## src/rtl/core/bld_pkg.sv

```systemverilog
`timescale 1ns / 1ps
package bld_pkg;
  localparam int unsigned MaxWidth = 1024;
  localparam int unsigned MaxHeight = 1024;
  localparam int unsigned ColW = $clog2(MaxWidth);
  localparam int unsigned RowW = $clog2(MaxHeight);
  localparam int unsigned CfgW = 11;
  localparam int unsigned CfgIdxW = 1;
  localparam logic [CfgIdxW-1:0] RegFrameWidth = 1'd0;
  localparam logic [CfgIdxW-1:0] RegFrameHeight = 1'd1;
  localparam logic OpPixel = 1'b0;
  localparam logic OpTable = 1'b1;
  localparam logic [1:0] SelRed = 2'd0;
  localparam logic [1:0] SelGreen = 2'd1;
  localparam logic [1:0] SelBlue = 2'd2;
  localparam logic [1:0] SelNone = 2'd3;
  localparam int unsigned InW = 32;
  localparam int unsigned OutW = 48;

  // One emitted pixel: window columns and the roles of the two line stores.
  typedef struct packed {
    logic [RowW-1:0] row;
    logic [ColW-1:0] col;
    logic            last;
    logic            up_is_prev; // upper window row comes from the previous line
    logic            cur_b;      // the line of the pixel word is store B
  } emit_t;
endpackage

```

## src/rtl/core/bld_seq.sv

```systemverilog
`timescale 1ns / 1ps
// Walks the frame position and schedules pixels for emission, one per cycle while emit_ready is high.
module bld_seq (
  input  logic                         clk,
  input  logic                         rst_n,
  input  logic                         in_fire,
  input  logic                         is_pixel,
  input  logic [bld_pkg::CfgW-1:0]     width_cfg,
  input  logic [bld_pkg::CfgW-1:0]     height_cfg,
  input  logic                         emit_ready,
  output logic                         busy,
  output logic                         emit_valid,
  output bld_pkg::emit_t               emit_info,
  output logic [bld_pkg::ColW-1:0]     wr_col,
  output logic                         active
);
  logic [bld_pkg::RowW-1:0] row_r, row_nxt;
  logic [bld_pkg::ColW-1:0] col_r, col_nxt;
  logic                     act_r, act_nxt;
  // Pending emissions of the current word: up to four.
  logic [2:0]               left_r, left_nxt;
  logic [bld_pkg::RowW-1:0] erow_r, erow_nxt;
  logic [bld_pkg::ColW-1:0] ecol_r, ecol_nxt;
  logic                     quad_r, quad_nxt;
  logic                     eprev_r, eprev_nxt;
  logic                     eact_r, eact_nxt;
  logic [bld_pkg::CfgW-1:0] wlim, hlim;
  logic [bld_pkg::CfgW:0]   col_inc, row_inc;
  logic                     wrap;

  always_comb begin
    if (width_cfg < 11'd2) wlim = 11'd2;
    else if (width_cfg > bld_pkg::CfgW'(bld_pkg::MaxWidth))
      wlim = bld_pkg::CfgW'(bld_pkg::MaxWidth);
    else wlim = width_cfg;
    if (height_cfg < 11'd2) hlim = 11'd2;
    else if (height_cfg > bld_pkg::CfgW'(bld_pkg::MaxHeight))
      hlim = bld_pkg::CfgW'(bld_pkg::MaxHeight);
    else hlim = height_cfg;
  end

  assign col_inc = {2'b0, col_r} + 12'd1;
  assign row_inc = {2'b0, row_r} + 12'd1;
  assign wrap = col_inc >= {1'b0, wlim};
  assign busy = left_r != 3'd0;
  assign emit_valid = busy;
  assign wr_col = col_r;
  assign active = act_r;

  always_comb begin
    emit_info.row = erow_r;
    emit_info.col = ecol_r;
    emit_info.last = left_r == 3'd1;
    emit_info.up_is_prev = eprev_r;
    emit_info.cur_b = eact_r;
    if (quad_r) begin
      // Row 1, column 1: (0,0) (0,1) (1,0) (1,1).
      emit_info.row = {{(bld_pkg::RowW-1){1'b0}}, left_r <= 3'd2};
      emit_info.col = {{(bld_pkg::ColW-1){1'b0}}, left_r[0] == 1'b1};
      emit_info.up_is_prev = left_r <= 3'd2;
    end
  end

  always_comb begin
    row_nxt = row_r; col_nxt = col_r; act_nxt = act_r;
    left_nxt = left_r; erow_nxt = erow_r; ecol_nxt = ecol_r;
    quad_nxt = quad_r; eprev_nxt = eprev_r; eact_nxt = eact_r;
    if (busy && emit_ready) begin
      left_nxt = left_r - 3'd1;
      if (!quad_r) begin
        if (erow_r == '0) begin
          erow_nxt = {{(bld_pkg::RowW-1){1'b0}}, 1'b1};
          eprev_nxt = 1'b1;
        end else begin
          ecol_nxt = ecol_r + 1'b1;
        end
      end
    end
    if (in_fire && is_pixel) begin
      quad_nxt = 1'b0; eprev_nxt = 1'b1; erow_nxt = row_r; ecol_nxt = col_r;
      // The line roles are fixed by the word, before a row wrap swaps them.
      eact_nxt = act_r;
      if (row_r == {{(bld_pkg::RowW-1){1'b0}}, 1'b1}) begin
        if (col_r == {{(bld_pkg::ColW-1){1'b0}}, 1'b1}) begin
          left_nxt = 3'd4; quad_nxt = 1'b1;
        end else if (col_r >= bld_pkg::ColW'(2)) begin
          left_nxt = 3'd2; erow_nxt = '0; eprev_nxt = 1'b0;
        end
      end else if (row_r >= bld_pkg::RowW'(2)) begin
        if (col_r == {{(bld_pkg::ColW-1){1'b0}}, 1'b1}) begin
          left_nxt = 3'd2; ecol_nxt = '0;
        end else if (col_r >= bld_pkg::ColW'(2)) begin
          left_nxt = 3'd1;
        end
      end
      col_nxt = col_inc[bld_pkg::ColW-1:0];
      if (wrap) begin
        col_nxt = '0;
        act_nxt = ~act_r;
        row_nxt = (row_inc >= {1'b0, hlim}) ? '0 : row_inc[bld_pkg::RowW-1:0];
      end
    end
  end

  always_ff @(posedge clk) begin
    if (!rst_n) begin
      row_r <= '0; col_r <= '0; act_r <= 1'b0; left_r <= '0; quad_r <= 1'b0;
    end else begin
      row_r <= row_nxt; col_r <= col_nxt; act_r <= act_nxt;
      left_r <= left_nxt; quad_r <= quad_nxt;
    end
    erow_r <= erow_nxt; ecol_r <= ecol_nxt; eprev_r <= eprev_nxt; eact_r <= eact_nxt;
  end

  a_left_range: assert property (@(posedge clk) disable iff (!rst_n) left_r <= 3'd4)
    else $error("emission count out of range");
  a_no_overrun: assert property (@(posedge clk) disable iff (!rst_n)
    (in_fire && is_pixel) |-> (!busy || (left_r == 3'd1 && emit_ready)))
    else $error("pixel accepted while emissions pending");
  a_col_bound: assert property (@(posedge clk) disable iff (!rst_n)
    {1'b0, col_r} < bld_pkg::MaxWidth)
    else $error("column out of range");
endmodule

```

## config.mk

```make
export PLATFORM = sky130hd
export DESIGN_NAME = bld_seq
export DESIGN_NICKNAME = d
export VERILOG_FILES = /design/src/rtl/core/bld_pkg.sv /design/src/rtl/core/bld_seq.sv
export SDC_FILE = /design/constraint.sdc
export NUM_CORES = 1
export LEC_CHECK = 0
export BUFFER_PORTS_ARGS = -buffer_cell sky130_fd_sc_hd__buf_2
export CAP_MARGIN = 15
export CORE_MARGIN = 2
export CORE_UTILIZATION = 35
export CTS_BUF_LIST = sky130_fd_sc_hd__clkbuf_8
export DETAILED_ROUTE_END_ITERATION = 10
export HOLD_SLACK_MARGIN = 0.12
export PLACE_DENSITY_LB_ADDON = 0.1
export SYNTH_ARGS = -nofsm -noshare
export SYNTH_HDL_FRONTEND = slang
export SYNTH_SLANG_ARGS = --single-unit
```

## constraint.sdc

```tcl
create_clock -name clk -period 3.96 [get_ports clk]
set_clock_uncertainty 0.1 [all_clocks]
set_input_delay 0.396 -clock clk [delete_from_list [all_inputs] [get_ports clk]]
set_output_delay 0.396 -clock clk [all_outputs]
set_load 0.005 [all_outputs]
```

-- After elaboration in Yosys (flattened, before gate mapping)
Cells that the tools add are included.
- register bits: 47
- output and inout bits: 36
- logic and storage cells: 76
- add/sub/neg operators: 4
- magnitude comparators: 9
- eq/ne operators: 5
- mux-type cells: 39
- bitwise gates (word level): 1
- reductions and logical operators: 9
- operators by type and width (cell ; number):
    10-bit 2-to-1 mux ; 16
    11-bit 2-to-1 mux ; 4
    3-bit 2-to-1 mux ; 8
    10-bit by 1-bit adder with 11-bit output, second input constant ; 2
    11-bit greater-or-equal comparator ; 2
    11-bit > comparator, second input constant ; 2
    11-bit by 2-bit < comparator with 1-bit output, second input constant ; 2
    10-bit by 1-bit equality test with 1-bit output, second input constant ; 2
    10-bit by 2-bit greater-or-equal comparator with 1-bit output, second input constant ; 2
    20-bit 2-to-1 mux ; 1
    10-bit by 1-bit adder with 10-bit output, second input constant ; 1
    10-bit zero test ; 1
    1-bit 2-to-1 mux ; 10
    3-bit AND reduction ; 2
    2-bit by 1-bit inequality test with 1-bit output, second input constant ; 2
    2-bit nonzero test ; 2
    3-bit by 1-bit equality test with 1-bit output, second input constant ; 1
    3-bit by 2-bit <= comparator with 1-bit output, second input constant ; 1
    3-bit nonzero test ; 1
    3-bit by 1-bit subtractor with 3-bit output, second input constant ; 1
    1-bit logical AND ; 2
    2-bit AND reduction ; 1
    1-bit inverter ; 1

-- Logic depth before layout (Yosys ltp)
- depth in word-level cells: 8
- depth in mapped cells: 14
- depth with buffers taken out: 12

-- Worst setup path before layout
No wires, ideal clock.
- path type: register -> register
- start point: register col_r (netlist bit wr_col[0])
- end point: register row_r[4] in the netlist's numbering
- setup time: 87 ps
- arrival time: 2981 ps
- required time: 3773 ps
- slack: 792 ps
- cell stages (with the launch flop): 14
- period minus slack after synthesis: 3168 ps
- cell sequence: dfxtp_1 ha_1 and3_1 and3_1 and3_1 and3_1 ha_1 and3_1 buf_2 nand3_1 o22ai_1 a311oi_2 o2bb2a_1 o31ai_1
- longest elaborated chain between the ends: 3
- RTL lines (what ; RTL line ; text):
    start, declared ; bld_seq.sv:18 ; logic [bld_pkg::ColW-1:0] col_r, col_nxt;
    start signal, assigned ; bld_seq.sv:109 ; row_r <= row_nxt; col_r <= col_nxt; act_r <= act_nxt;
    10-bit by 1-bit adder with 11-bit output ; bld_seq.sv:42 ; assign col_inc = {2'b0, col_r} + 12'd1;
    11-bit greater-or-equal comparator ; bld_seq.sv:44 ; assign wrap = col_inc >= {1'b0, wlim};
    2-bit AND reduction (no line) ; - ;
    end signal, assigned ; bld_seq.sv:109 ;
    end, declared ; bld_seq.sv:17 ; logic [bld_pkg::RowW-1:0] row_r, row_nxt;
Every way passes these cells.
A chain may end at the register's enable or synchronous reset.

-- Worst setup path in the final report
Same ends and word-level chain as after synthesis.

==> flow_summary.toml <==
[synth]
syn_area_sq_um = 3380
ys.flop_type = "dfxtp_1"
yosysSeqAreaShare_pct = 34.3
synth-edff-count = 22
synth_seq_cells = 47
synthesis.nets = 448
synth_top_area_share_pct = 19.5
synthArstFlopShare_pct = 0
synthDistinctLibCells = 48
yosys_warnings = 0
synth_area_leader_cell = "edfxtp_1"
avgSynthCellArea_sq_um = 8.72
ys_top_cells_by_area = "edfxtp_1, dfxtp_1, ha_1"
synthesis.instances = 388

[clock_network]
postCtsSetupBuffers = 0
insertion_delay_ns = 0.30
cts_resized = 0
hold_buffers = 0
numCtsBuffers = 5
root_buffer = "clkbuf_8"
cts_htree_levels = 2
cts_tree = "yes"
cts.clk_slew.worst_paths_ns = 0.09
clk_path_buf_depth = 2
cts_sinks = 47

[floorplan]
die_h_um = 102
io_pins = 63
start_util_pct = 36.3
coreArea_sq_um = 9330
dieArea_sq_um = 10500
rows = 35
die_w_um = 102

[cells_and_area]
final_cell_mix = "buf_2, nand2_1, ha_1, dfxtp_1"
finalNetCount = 507
drive_gt1_share_pct = 19.0
antennaDiodeCount = 0
layout_commonest_cell = "buf_2"
fill_cells = 933
final_cell_area_sq_um = 3900
synthToLayoutAreaGrowth_pct = 15.2

[job]
drv_cap = 0

[setup_path]
end_kind = "flop"
critPathKind = "flop to flop"
path_max_fanout = 10
timing.critical_path.arrival_ns = 3.75
r2r_slack_ns = 0.31
required_ns = 4.06
worst_setup_path_start_kind = "flop"

[pwr]
ir_drop_mv = 0.122
powerDensity_nw_per_um2 = 353
finalPower_uw = 1380
leakage_uw = 0.00173

[placed_design]
dp_hpwl_mm = 6.11
placed_area_sq_um = 3820
place_congestion = 0.774
dp_slack_ns = 0.358
port_buffers = 62

[outcome]
status = "finished, final reports clean"

[sta]
slew_headroom_pct = 46.2
min_period_ns = 3.65
worst_slack_ns = 0.315
final_max_slew_viol_count = 0
setup_viol = 0
finalHoldViolations = 0
fin_tns_setup_ns = 0
tightestPinTransition_ns = 0.805
fmax_mhz = 274
whs_ns = 0.329
grt_setup_unrepaired = "no"
post-route-period-util_pct = 92.0

[routing]
wl_per_cell_um = 13.4
vias = 2832
ant_nets = 0
drt_iter0_markers = 130
viasPerCell = 4.91
drt-pass1-iter-count = 6
routed_wl_mm = 7.73
remaining_drc_errors = 0

[global_routing]
grt_pass1_vias = 2539
met3_usage_pct = 1.98
grt_start_max_net_pins = 28
grtUsageTotal_pct = 15.3
grt_use_met2_pct = 23.1
busiest_layer = "met2"
grt_pass1_wl_mm = 12.6
overflow = 0
met1_usage_pct = 23.0
antenna_found_initial = 0

[min_path]
hp-class = "input port to flop"
-- where the power goes --
group / switching (uW) / internal (uW) / total, uW
registers: 67.7 / 593 / 661
logic: 229 / 211 / 440
clock network: 158 / 119 / 277
total: 454 / 923 / 1380
-- per-layer routing --
metal,wire (um),vias to the layer above
met4,81,0
met3,273,6
met5,0,-
met1,4040,1254
met2,3330,58
li1,-,1514
-- logic make-up after synthesis --
logic type | synth area share [%]
AOI/OAI and AO/OA | 17.2
xor gates and xnor gates | 6.99
adders and majority gates | 12.2
and+or+nand+nor | 24.5
muxes | 0.924
buffers and inverters | 3.96
DFF | 34.3
-- stage by stage --
stage	instances	utilization (%)
floorplan	388	-
global placement	569	40.9
detailed placement	569	40.9
CTS	577	41.8
global route	577	41.8
finish	577	41.8
-- cells in the mapped netlist, drive strengths merged, types with 14 or more instances --
| cell type | count |
|---|---|
| nand2 | 54 |
| ha | 33 |
| dfxtp | 25 |
| edfxtp | 22 |
| nor2b | 22 |
| nand3 | 21 |
| o21ai | 21 |
| and3 | 19 |
| nor2 | 19 |
| inv | 18 |
| a21oi | 15 |
| xnor2 | 14 |
-- registers in the layout (all words and copies together), names as in the netlist, 3 cells and up --
register  flops
wr_col       10
left_r        3
erow_r       10
row_r        10
ecol_r       10
-- cell type report --
class	instances	area, sq um	share of cell area (%)
Timing Repair Buffer	65	333	8.54
Multi-Input combinational cell	309	2090	53.6
Sequential cell	47	1160	29.8
Tap cell	129	161	4.14
Clock inverter	3	12.5	0.321
Clock buffer	5	68.8	1.77
Inverter	19	72.6	1.86
-- worst paths after layout --
check	from	end	depth (start not counted)
max	wr_col[0]	row_r[4]	12
min	rst_n	left_r[2]	2
max reg2reg	wr_col[0]	row_r[4]	12
min reg2reg	active	eact_r	0
-- worst max-delay path, stage by stage, from the launching register on --
cell and delay [ns]:
dfxtp_1 0.52, ha_1 0.28, and3_1 0.20, and3_1 0.25, and3_1 0.26, and3_1 0.19, ha_1 0.25, and3_1 0.24
nand3_1 0.12, o22ai_1 0.12, a311oi_2 0.66, o2bb2a_1 0.30, o31ai_1 0.07
(Power assumes the default switching activity.)
